`config.mk`:
```
export PLATFORM = sky130hd
export DESIGN_NAME = integer_to_radix_digits_top
export DESIGN_NICKNAME = d
export VERILOG_FILES = /design/src/sv/ird_pkg.sv /design/src/sv/ird_divider.sv /design/src/sv/ird_digit_buf.sv /design/src/sv/integer_to_radix_digits_top.sv
export VERILOG_INCLUDE_DIRS = /design/src /design/src/sv
export SDC_FILE = /design/constraint.sdc
export NUM_CORES = 1
export LEC_CHECK = 0
export ABC_CLOCK_PERIOD_IN_PS = 7000
export BUFFER_PORTS_ARGS = -buffer_cell sky130_fd_sc_hd__buf_2
export CORE_ASPECT_RATIO = 1.25
export CORE_UTILIZATION = 55
export DETAILED_ROUTE_END_ITERATION = 8
export PLACE_DENSITY = 0.81
export REMOVE_ABC_BUFFERS = 1
export SLEW_MARGIN = 20
export SYNTH_ARGS = -nofsm -noshare
export SYNTH_HDL_FRONTEND = slang
export SYNTH_SLANG_ARGS = --single-unit
```
`constraint.sdc`:
```
create_clock -name clk -period 7 [get_ports clk]
set_input_delay 1.05 -clock clk [delete_from_list [all_inputs] [get_ports clk]]
set_output_delay 1.05 -clock clk [all_outputs]
set_load 0.005 [all_outputs]
```
`src/sv/integer_to_radix_digits_top_defines.svh`:
```
`ifndef INTEGER_TO_RADIX_DIGITS_TOP_DEFINES_SVH
`define INTEGER_TO_RADIX_DIGITS_TOP_DEFINES_SVH

// same-cycle implication, checked outside reset
`define IRD_ASSERT_IMPL(lbl, clk, rst_n, ante, cons) \
  lbl: assert property (@(posedge clk) disable iff (!rst_n) (ante) |-> (cons)) \
    else $error("assertion failed");

// next-cycle implication, checked outside reset
`define IRD_ASSERT_NEXT(lbl, clk, rst_n, ante, cons) \
  lbl: assert property (@(posedge clk) disable iff (!rst_n) (ante) |=> (cons)) \
    else $error("assertion failed");

`endif

```
`src/sv/ird_pkg.sv`:
```
`timescale 1ns / 1ps
`default_nettype none

package ird_pkg;

  localparam int DIG_W       = 6;
  localparam int CHAR_W      = 8;
  localparam int STAT_W      = 2;
  localparam int RADIX_W     = 7;
  localparam int CFG_AW      = 3;
  localparam int CFG_DW      = 32;
  localparam int MAX_RESULTS = 64;

  typedef logic [DIG_W-1:0]  digit_t;
  typedef logic [CHAR_W-1:0] char_t;
  typedef logic [STAT_W-1:0] status_t;

  localparam status_t ST_OK       = 2'd0;
  localparam status_t ST_BAD_CFG  = 2'd1;
  localparam status_t ST_OVERFLOW = 2'd2;

  // register index codes
  localparam logic REG_RADIX = 1'b0;
  localparam logic REG_QMUL  = 1'b1;

  localparam char_t CH_MINUS = 8'h2D;
  localparam char_t CH_ZERO  = 8'h30;
  localparam char_t CH_A     = 8'h41;

  function automatic char_t digit_to_char(input digit_t d);
    char_t c;
    if (d < digit_t'(10)) begin
      c = CH_ZERO + {2'b00, d};
    end else begin
      c = CH_A + {2'b00, d} - char_t'(10);
    end
    return c;
  endfunction

endpackage

`default_nettype wire

```
`src/sv/ird_divider.sv`:
```
`timescale 1ns / 1ps
`default_nettype none
`include "integer_to_radix_digits_top_defines.svh"

module ird_divider
  import ird_pkg::*;
#(
  parameter int W = 33
) (
  input  wire logic         clk,
  input  wire logic         rst_n,
  input  wire logic         start,
  input  wire logic [W-1:0] dividend,
  input  wire digit_t       divisor,
  output logic              done,
  output logic [W-1:0]      quotient,
  output digit_t            remainder
);

  localparam int CW = $clog2(W + 1);

  logic          busy_r, busy_nxt;
  logic          done_r, done_nxt;
  logic [CW-1:0] cnt_r, cnt_nxt;
  logic [W-1:0]  quo_r, quo_nxt;
  digit_t        rem_r, rem_nxt;
  digit_t        dvs_r, dvs_nxt;

  logic [DIG_W:0] trial;
  logic [DIG_W:0] diff;
  logic           ge;

  // one restoring step per cycle
  always_comb begin
    trial    = {rem_r, quo_r[W-1]};
    diff     = trial - {1'b0, dvs_r};
    ge       = (trial >= {1'b0, dvs_r});
    busy_nxt = busy_r;
    done_nxt = 1'b0;
    cnt_nxt  = cnt_r;
    quo_nxt  = quo_r;
    rem_nxt  = rem_r;
    dvs_nxt  = dvs_r;
    if (start) begin
      busy_nxt = 1'b1;
      cnt_nxt  = CW'(W);
      quo_nxt  = dividend;
      rem_nxt  = '0;
      dvs_nxt  = divisor;
    end else if (busy_r) begin
      quo_nxt = {quo_r[W-2:0], ge};
      rem_nxt = ge ? diff[DIG_W-1:0] : trial[DIG_W-1:0];
      cnt_nxt = cnt_r - CW'(1);
      if (cnt_r == CW'(1)) begin
        busy_nxt = 1'b0;
        done_nxt = 1'b1;
      end
    end
  end

  always_ff @(posedge clk) begin
    if (!rst_n) begin
      busy_r <= 1'b0;
      done_r <= 1'b0;
    end else begin
      busy_r <= busy_nxt;
      done_r <= done_nxt;
    end
    cnt_r <= cnt_nxt;
    quo_r <= quo_nxt;
    rem_r <= rem_nxt;
    dvs_r <= dvs_nxt;
  end

  assign done      = done_r;
  assign quotient  = quo_r;
  assign remainder = rem_r;

  `IRD_ASSERT_IMPL(a_no_restart, clk, rst_n, busy_r, !start)
  `IRD_ASSERT_IMPL(a_rem_below_divisor, clk, rst_n, busy_r, rem_r < dvs_r)
  `IRD_ASSERT_NEXT(a_done_pulse, clk, rst_n, done_r, !done_r)

endmodule

`default_nettype wire

```
`src/sv/ird_digit_buf.sv`:
```
`timescale 1ns / 1ps
`default_nettype none

module ird_digit_buf
  import ird_pkg::*;
#(
  parameter int DEPTH = 64,
  parameter int AW    = $clog2(DEPTH)
) (
  input  wire logic          clk,
  input  wire logic          wr_en,
  input  wire logic [AW-1:0] wr_addr,
  input  wire digit_t        wr_data,
  input  wire logic [AW-1:0] rd_addr,
  output digit_t             rd_data
);

  digit_t mem [DEPTH];
  digit_t rd_data_r;

  always_ff @(posedge clk) begin
    if (wr_en) begin
      mem[wr_addr] <= wr_data;
    end
  end

  always_ff @(posedge clk) begin
    rd_data_r <= mem[rd_addr];
  end

  assign rd_data = rd_data_r;

endmodule

`default_nettype wire

```
`src/sv/integer_to_radix_digits_top.sv`:
```
// per digit: the shared restoring divider (one quotient bit per cycle) plus check,
//   correct and multiply; the results then leave the digit buffer, each through a
//   buffer read and a load into the output register
// throughput: one request at a time, the next is taken once the final result
//   of the current one sits in the output register
// reset: synchronous active-low, radix 10, quotient multiplier 1, no result pending
`timescale 1ns / 1ps
`default_nettype none
`include "integer_to_radix_digits_top_defines.svh"

module integer_to_radix_digits_top
  import ird_pkg::*;
#(
  parameter int MAX_DIGITS  = 64,
  parameter int VALUE_WIDTH = 32
) (
  input  wire logic                   clk,
  input  wire logic                   rst_n,
  // request channel
  input  wire logic                   in_valid,
  output logic                        in_stall,
  input  wire logic [VALUE_WIDTH-1:0] in_value,
  // result channel
  output logic                        out_valid,
  input  wire logic                   out_stall,
  output logic [CHAR_W-1:0]           out_digit_char,
  output logic                        out_last,
  output logic [STAT_W-1:0]           out_status,
  // configuration
  input  wire logic                   psel,
  input  wire logic                   penable,
  input  wire logic                   pwrite,
  input  wire logic [CFG_AW-1:0]      paddr,
  input  wire logic [CFG_DW-1:0]      pwdata,
  output logic [CFG_DW-1:0]           prdata,
  output logic                        pready
);

  // magnitude register: wide enough for |value| and for radix squared,
  // which bounds any quotient times multiplier
  localparam int MAG_W = (VALUE_WIDTH + 1 > 12) ? VALUE_WIDTH + 1 : 12;
  localparam int ND_W  = $clog2(MAX_DIGITS + 1);
  localparam int AW    = $clog2(MAX_DIGITS);

  localparam logic [2:0] S_IDLE  = 3'd0;
  localparam logic [2:0] S_CHECK = 3'd1;
  localparam logic [2:0] S_DIV   = 3'd2;
  localparam logic [2:0] S_MUL   = 3'd3;
  localparam logic [2:0] S_SIGN  = 3'd4;
  localparam logic [2:0] S_RD    = 3'd5;
  localparam logic [2:0] S_LD    = 3'd6;
  localparam logic [2:0] S_ONE   = 3'd7;

  // ---------------------------------------------------------------------
  // configuration registers
  // ---------------------------------------------------------------------
  logic [RADIX_W-1:0] radix_r, qmul_r;
  logic               cfg_wr;

  assign cfg_wr = psel & penable & pwrite & pready;
  assign pready = 1'b1;

  always_ff @(posedge clk) begin
    if (!rst_n) begin
      radix_r <= RADIX_W'(10);
      qmul_r  <= RADIX_W'(1);
    end else if (cfg_wr) begin
      unique case (paddr[2])
        REG_RADIX: radix_r <= pwdata[RADIX_W-1:0];
        REG_QMUL:  qmul_r  <= pwdata[RADIX_W-1:0];
      endcase
    end
  end

  always_comb begin
    unique case (paddr[2])
      REG_RADIX: prdata = {{(CFG_DW-RADIX_W){radix_r[RADIX_W-1]}}, radix_r};
      REG_QMUL:  prdata = {{(CFG_DW-RADIX_W){qmul_r[RADIX_W-1]}}, qmul_r};
    endcase
  end

  // magnitudes and signs of the configuration
  logic               rneg, mneg, cfg_bad;
  logic [RADIX_W-1:0] rmag7, mmag7;
  digit_t             rmag, mmag;

  always_comb begin
    rneg    = radix_r[RADIX_W-1];
    mneg    = qmul_r[RADIX_W-1];
    rmag7   = rneg ? RADIX_W'(-radix_r) : radix_r;
    mmag7   = mneg ? RADIX_W'(-qmul_r) : qmul_r;
    cfg_bad = (rmag7 < RADIX_W'(2)) || (rmag7 > RADIX_W'(36)) || (mmag7 >= rmag7);
    rmag    = rmag7[DIG_W-1:0];
    mmag    = mmag7[DIG_W-1:0];
  end

  // ---------------------------------------------------------------------
  // sequencer state
  // ---------------------------------------------------------------------
  logic [2:0]       state_r, state_nxt;
  logic [MAG_W-1:0] mag_r, mag_nxt;      // current quotient magnitude
  logic             neg_r, neg_nxt;      // sign of the current quotient
  logic             minus_r, minus_nxt;  // leading '-' pending
  logic [ND_W-1:0]  nd_r, nd_nxt;        // digits produced so far
  logic [AW-1:0]    idx_r, idx_nxt;      // read pointer, counts down
  logic [MAG_W-1:0] tm_r, tm_nxt;        // corrected quotient before multiply
  char_t            one_char_r, one_char_nxt;
  status_t          one_stat_r, one_stat_nxt;

  // output register
  logic             out_valid_r, out_valid_nxt;
  char_t            out_char_r, out_char_nxt;
  logic             out_last_r, out_last_nxt;
  status_t          out_stat_r, out_stat_nxt;
  logic             out_free;

  // shared divider
  logic             div_start, div_done;
  logic [MAG_W-1:0] div_quo;
  digit_t           div_rem;

  // digit buffer
  logic             buf_wr;
  digit_t           buf_wdata, buf_rdata;

  // request side helpers
  logic [MAG_W-1:0]        val_ext, in_mag;
  logic                    in_neg;
  logic [MAG_W-1:0]        q_fix;
  digit_t                  r_fix;
  logic                    ts;
  logic [MAG_W+DIG_W-1:0]  prod;
  logic [ND_W:0]           total;

  assign in_stall = (state_r != S_IDLE);
  assign out_free = !out_valid_r || !out_stall;

  always_comb begin
    in_neg  = in_value[VALUE_WIDTH-1];
    val_ext = {{(MAG_W-VALUE_WIDTH){in_neg}}, in_value};
    in_mag  = in_neg ? MAG_W'(-val_ext) : val_ext;
    total   = {1'b0, nd_r} + (ND_W+1)'(minus_r);
    prod    = tm_r * mmag;

    // remainder correction for a negative running value
    q_fix = div_quo;
    r_fix = div_rem;
    ts    = neg_r ^ rneg;
    if (neg_r && (div_rem != '0)) begin
      r_fix = rmag - div_rem;
      if (!ts || (div_quo == '0)) begin
        q_fix = div_quo + MAG_W'(1);
        ts    = 1'b0;
      end else begin
        q_fix = div_quo - MAG_W'(1);
      end
    end
  end

  always_comb begin
    state_nxt     = state_r;
    mag_nxt       = mag_r;
    neg_nxt       = neg_r;
    minus_nxt     = minus_r;
    nd_nxt        = nd_r;
    idx_nxt       = idx_r;
    tm_nxt        = tm_r;
    one_char_nxt  = one_char_r;
    one_stat_nxt  = one_stat_r;
    out_valid_nxt = out_valid_r && out_stall;
    out_char_nxt  = out_char_r;
    out_last_nxt  = out_last_r;
    out_stat_nxt  = out_stat_r;
    div_start     = 1'b0;
    buf_wr        = 1'b0;
    buf_wdata     = r_fix;

    unique case (state_r)
      S_IDLE: begin
        if (in_valid) begin
          nd_nxt    = '0;
          mag_nxt   = in_mag;
          // positive base: sign goes out as '-', digits by magnitude
          minus_nxt = in_neg && !rneg;
          neg_nxt   = in_neg && rneg;
          if (cfg_bad) begin
            one_char_nxt = '0;
            one_stat_nxt = ST_BAD_CFG;
            state_nxt    = S_ONE;
          end else if (in_mag == '0) begin
            one_char_nxt = CH_ZERO;
            one_stat_nxt = ST_OK;
            state_nxt    = S_ONE;
          end else begin
            state_nxt = S_CHECK;
          end
        end
      end

      S_CHECK: begin
        if (mag_r == '0) begin
          idx_nxt = AW'(nd_r - ND_W'(1));
          if (total > (ND_W+1)'(MAX_RESULTS)) begin
            one_char_nxt = '0;
            one_stat_nxt = ST_OVERFLOW;
            state_nxt    = S_ONE;
          end else if (minus_r) begin
            state_nxt = S_SIGN;
          end else begin
            state_nxt = S_RD;
          end
        end else if (nd_r == ND_W'(MAX_DIGITS)) begin
          // multiplier kept the quotient alive too long
          one_char_nxt = '0;
          one_stat_nxt = ST_OVERFLOW;
          state_nxt    = S_ONE;
        end else begin
          div_start = 1'b1;
          state_nxt = S_DIV;
        end
      end

      S_DIV: begin
        if (div_done) begin
          buf_wr    = 1'b1;
          nd_nxt    = nd_r + ND_W'(1);
          tm_nxt    = q_fix;
          neg_nxt   = ts ^ mneg;
          state_nxt = S_MUL;
        end
      end

      S_MUL: begin
        mag_nxt   = prod[MAG_W-1:0];
        state_nxt = S_CHECK;
      end

      S_SIGN: begin
        if (out_free) begin
          out_valid_nxt = 1'b1;
          out_char_nxt  = CH_MINUS;
          out_last_nxt  = 1'b0;
          out_stat_nxt  = ST_OK;
          state_nxt     = S_RD;
        end
      end

      S_RD: begin
        // buffer read data lands next cycle
        state_nxt = S_LD;
      end

      S_LD: begin
        if (out_free) begin
          out_valid_nxt = 1'b1;
          out_char_nxt  = digit_to_char(buf_rdata);
          out_last_nxt  = (idx_r == '0);
          out_stat_nxt  = ST_OK;
          if (idx_r == '0) begin
            state_nxt = S_IDLE;
          end else begin
            idx_nxt   = idx_r - AW'(1);
            state_nxt = S_RD;
          end
        end
      end

      S_ONE: begin
        if (out_free) begin
          out_valid_nxt = 1'b1;
          out_char_nxt  = one_char_r;
          out_last_nxt  = 1'b1;
          out_stat_nxt  = one_stat_r;
          state_nxt     = S_IDLE;
        end
      end
    endcase
  end

  always_ff @(posedge clk) begin
    if (!rst_n) begin
      state_r     <= S_IDLE;
      out_valid_r <= 1'b0;
    end else begin
      state_r     <= state_nxt;
      out_valid_r <= out_valid_nxt;
    end
    mag_r      <= mag_nxt;
    neg_r      <= neg_nxt;
    minus_r    <= minus_nxt;
    nd_r       <= nd_nxt;
    idx_r      <= idx_nxt;
    tm_r       <= tm_nxt;
    one_char_r <= one_char_nxt;
    one_stat_r <= one_stat_nxt;
    out_char_r <= out_char_nxt;
    out_last_r <= out_last_nxt;
    out_stat_r <= out_stat_nxt;
  end

  assign out_valid      = out_valid_r;
  assign out_digit_char = out_char_r;
  assign out_last       = out_last_r;
  assign out_status     = out_stat_r;

  // ---------------------------------------------------------------------
  // shared divider and digit buffer
  // ---------------------------------------------------------------------
  ird_divider #(
    .W (MAG_W)
  ) u_div (
    .clk       (clk),
    .rst_n     (rst_n),
    .start     (div_start),
    .dividend  (mag_r),
    .divisor   (rmag),
    .done      (div_done),
    .quotient  (div_quo),
    .remainder (div_rem)
  );

  ird_digit_buf #(
    .DEPTH (MAX_DIGITS),
    .AW    (AW)
  ) u_buf (
    .clk     (clk),
    .wr_en   (buf_wr),
    .wr_addr (nd_r[AW-1:0]),
    .wr_data (buf_wdata),
    .rd_addr (idx_r),
    .rd_data (buf_rdata)
  );

  // ---------------------------------------------------------------------
  // checks
  // ---------------------------------------------------------------------
  `IRD_ASSERT_NEXT(a_busy_after_req, clk, rst_n, in_valid && !in_stall, in_stall)
  `IRD_ASSERT_IMPL(a_nd_bound, clk, rst_n, state_r == S_CHECK, nd_r <= ND_W'(MAX_DIGITS))
  `IRD_ASSERT_IMPL(a_err_single, clk, rst_n, out_valid_r && (out_stat_r != ST_OK),
                   out_last_r && (out_char_r == '0))

endmodule

`default_nettype wire
```
==> results.sh <==
export IMPL_cts_sinks=555
export IMPL_finalWeightedCongestion=0.9622
export IMPL_grt_pass1_wl_um=122900
export IMPL_pwr_share_comb=0.308
export IMPL_clkTransAtPathRegs_ns=0.07
export IMPL_cts_tree="done"
export IMPL_viasPerCell=6.205
export IMPL_nets=2838
export IMPL_rrSetupSlack_ns=0.37
export IMPL_via_count=20750
export IMPL_leakagePower_nw=12.60
export IMPL_start_util=0.5555
export IMPL_crit_end="mag_r[29]"
export IMPL_slew_violations=0
export IMPL_antenna_cells=0
export IMPL_worstHoldStart="u_div.cnt_r[1]"
export IMPL_dpl_hpwl_um=53700
export IMPL_critPathCaptureType="flop"
export IMPL_grt_pass1_vias=21450
export IMPL_r2r_start="qmul_r[1]"
export IMPL_cp_start_kind="flop"
export IMPL_fin_crit_ns=6.635
export IMPL_powerDensity_nw_per_um2=329.1
export IMPL_fin_util=0.6064
export IMPL_crit_top_cell="inv_1"
export IMPL_yosys_top_cells_area="edfxtp_1 (49%), mux4_2 (8.9%), fa_1 (7.3%)"
export IMPL_seqPwrFrac=0.434
export IMPL_fin_worst_skew_ns=0.03086
export IMPL_clkPwrFrac=0.258
export IMPL_design_area_um2=34650
export IMPL_slowest_stage="xnor2_4"
export IMPL_htreeDepth=2
export IMPL_dp_slack_ns=0.1247
export IMPL_worst_path_buf_inv=5
export IMPL_clk_latency_ns=0.62
export IMPL_setup_slack_ns=0.3654
export IMPL_grt_max_degree=68
export IMPL_yosysWarnings=0
export IMPL_ant_nets=0
export IMPL_synth_most_common_cell="edfxtp_1"
export IMPL_synth_edf_count=517
export IMPL_hold_class="flop to flop"
export IMPL_yosysTopAreaCell="edfxtp_1"
export IMPL_layout_drive_gt1_share=0.1554
export IMPL_cp_top_family="adder cells"
export IMPL_dpl_cell_count=3247
export IMPL_drt_iter0_drc=2113
export IMPL_synth_distinct_cells=78
export IMPL_p_int_mw=7.461
export IMPL_path_cells="inv_1 -> ha_1 -> inv_1 -> o31ai_1 -> xnor2_4 -> buf_4 -> and2_1 -> fa_1 -> fa_1 -> inv_1 -> fa_1 -> inv_1 -> ha_1 -> a21o_1 -> or3b_2 -> a21oi_1 -> o211ai_1 -> nand4_1 -> o211ai_1 -> o21a_1 -> or3_1 -> a31o_2"
export IMPL_clock_path_buffers=3
export IMPL_grt_usage=0.2743
export IMPL_synthTopCellsByCount="edfxtp_1 (517), nand2_1 (238), inv_1 (190)"
export IMPL_fin_tns_setup_ns=0
export IMPL_ys_flop_type="edfxtp_1"
export IMPL_row_count=98
export IMPL_fin_crit_sh=0.9478
export IMPL_cts_inserted_buffers=52
export IMPL_crit_type="flop to flop"
export IMPL_io_buffers=90
export IMPL_setup_viol=0
export IMPL_ys_seq_area_frac=0.5131
export IMPL_placed_cell_area_um2=32820
export IMPL_cp_max_fo=20
export IMPL_rsz0062_at_grt="false"
export IMPL_wire_per_inst_um=23.63
export IMPL_max_cap_violations=0
export IMPL_syn_instance_count=2518
export IMPL_ys_ff_latch=555
export IMPL_pin_count=120
export IMPL_drc=0
export IMPL_die_area_um2=58680
export IMPL_finalPower_mw=11.40
export IMPL_area_delta_synth_final_pct=9.162
export IMPL_wl_um=79000
export IMPL_switching_share=0.3456
export IMPL_vdd_ir_drop_max_v=0.0002841
export IMPL_startpoint="qmul_r[1]"
export IMPL_finalHoldViolations=0
export IMPL_slew_headroom=0.2771
export IMPL_root_buffer="clkbuf_16"
export IMPL_post_cts_buffers=0
export IMPL_power_switching_mw=3.940
export IMPL_required_ns=7.38
export IMPL_ff2ff_path_depth=22
export IMPL_regToRegEndpoint="mag_r[29]"
export IMPL_layoutNonFillerInstCount=3344
export IMPL_antenna_found_initial=0
export IMPL_slowest_delay_ns=0.59
export IMPL_run_status="finished clean"
export IMPL_overflow=0
export IMPL_syn_area_per_cell_um2=12.60
export IMPL_max_freq_ghz=0.1507
export IMPL_tightest_slew_ns=1.078
export IMPL_first_pass_iters=6
export IMPL_core_area_um2=57140
export IMPL_die_x_um=216.9
export IMPL_ys_async_sr_fraction=0
export IMPL_die_y_um=270.6
export IMPL_synth_top_cell_area_share=0.4891
export IMPL_holdWs_ns=0.5035
export IMPL_cp_depth=22
export IMPL_arrival_ns=7.01
export IMPL_synth_area_um2=31740
==> what timing repair did <==
item                                    CTS  global route
gates resized for setup                   0             3
hold endpoints to repair                  0             0
endpoints found under the setup margin    0             3
hold buffers                              0             0
==> power by group through the flow <==
| stage | clock network (mW) | logic [mW] | registers [mW] |
|---|---|---|---|
| floorplan | 0 | 2.40 | 4.93 |
| global placement | 0 | 3.26 | 4.98 |
| detailed placement | 0 | 3.44 | 4.99 |
| CTS | 2.96 | 3.49 | 4.93 |
| global route | 3.07 | 3.87 | 4.98 |
| finish | 2.94 | 3.52 | 4.95 |
==> tightest hold or removal path, delay by kind of cell, from the launching register on <==
family | cells | cell delay, ns
compound gates | 1 | 0.05
simple gates | 1 | 0.09
flops | 1 | 0.32
==> area by class of cell <==
type | count | area (um2)
inverters | 190 | 713.2
repair buffers | 117 | 656.9
multi-input cells | 1635 | 14270
fillers | 4283 | 22490
clock buffers | 59 | 1391
well taps | 750 | 938.4
clock inverters | 38 | 387.9
flip-flops and latches | 555 | 16290
==> worst min path at each step <==
stage / end / cells past startpoint
after global placement: u_div.cnt_r[5] / 2
after global routing: u_div.cnt_r[5] / 2
after CTS: u_div.cnt_r[1] / 2
after floorplan: u_div.cnt_r[5] / 2
final: u_div.cnt_r[1] / 2
after detailed placement: u_div.cnt_r[1] / 2
==> cells in the final DEF, fill, tap and decap left out, types with 11 or more instances in the layout <==
master	Yosys	final
mux2i_1	13	13
xor2_1	51	51
a31oi_1	12	12
and2_1	130	130
a211oi_1	15	15
nor2_1	155	153
o21a_1	11	11
a21o_1	35	35
buf_2	2	90
mux4_2	126	126
fa_1	116	116
inv_1	190	189
and3_1	12	11
o21ai_0	112	108
edfxtp_1	517	517
a21boi_0	16	16
or3_1	16	16
nor4_1	23	23
nand4_1	16	16
a21oi_1	89	88
nand3_1	31	31
dfxtp_1	38	38
xnor2_1	75	70
clkbuf_16	0	55
mux2_2	38	38
nand2b_1	21	21
nor3_1	38	37
nand2_1	238	237
o211ai_1	19	19
buf_4	27	26
ha_1	97	97
==> per-layer routing <==
metal  GRT usage  wire length (um)  vias to the layer above
met3     0.03553              5103                      209
li1            -                 -                     9226
met1      0.3300             28490                    10410
met2      0.4910             41510                      901
met5           0                 0                        -
met4      0.1197              3899                        0
==> flip-flops by register name (all words and copies together) (netlist names), 2 cells and up <==
register         cells
out_status           2
out_digit_char       7
state_r              3
u_div.dvs_r          6
u_buf.mem          384
idx_r                6
mag_r               33
qmul_r               7
u_div.quotient      33
u_buf.rd_data        6
radix_r              7
tm_r                33
nd_r                 7
u_div.cnt_r          6
one_stat_r           2
u_div.remainder      6
==> cell families (layout without fill, tap and decap cells) <==
family,after synthesis,after routing,synth area share
buf+inv,328,404,0.04230
fa+ha+maj,213,213,0.1114
mux,177,177,0.1070
compound gates,384,384,0.07731
other cells,2,2,0.0002366
xor+xnor,126,126,0.03477
flops,555,555,0.5131
simple gates,733,733,0.1139
(Power assumes the default switching activity.)
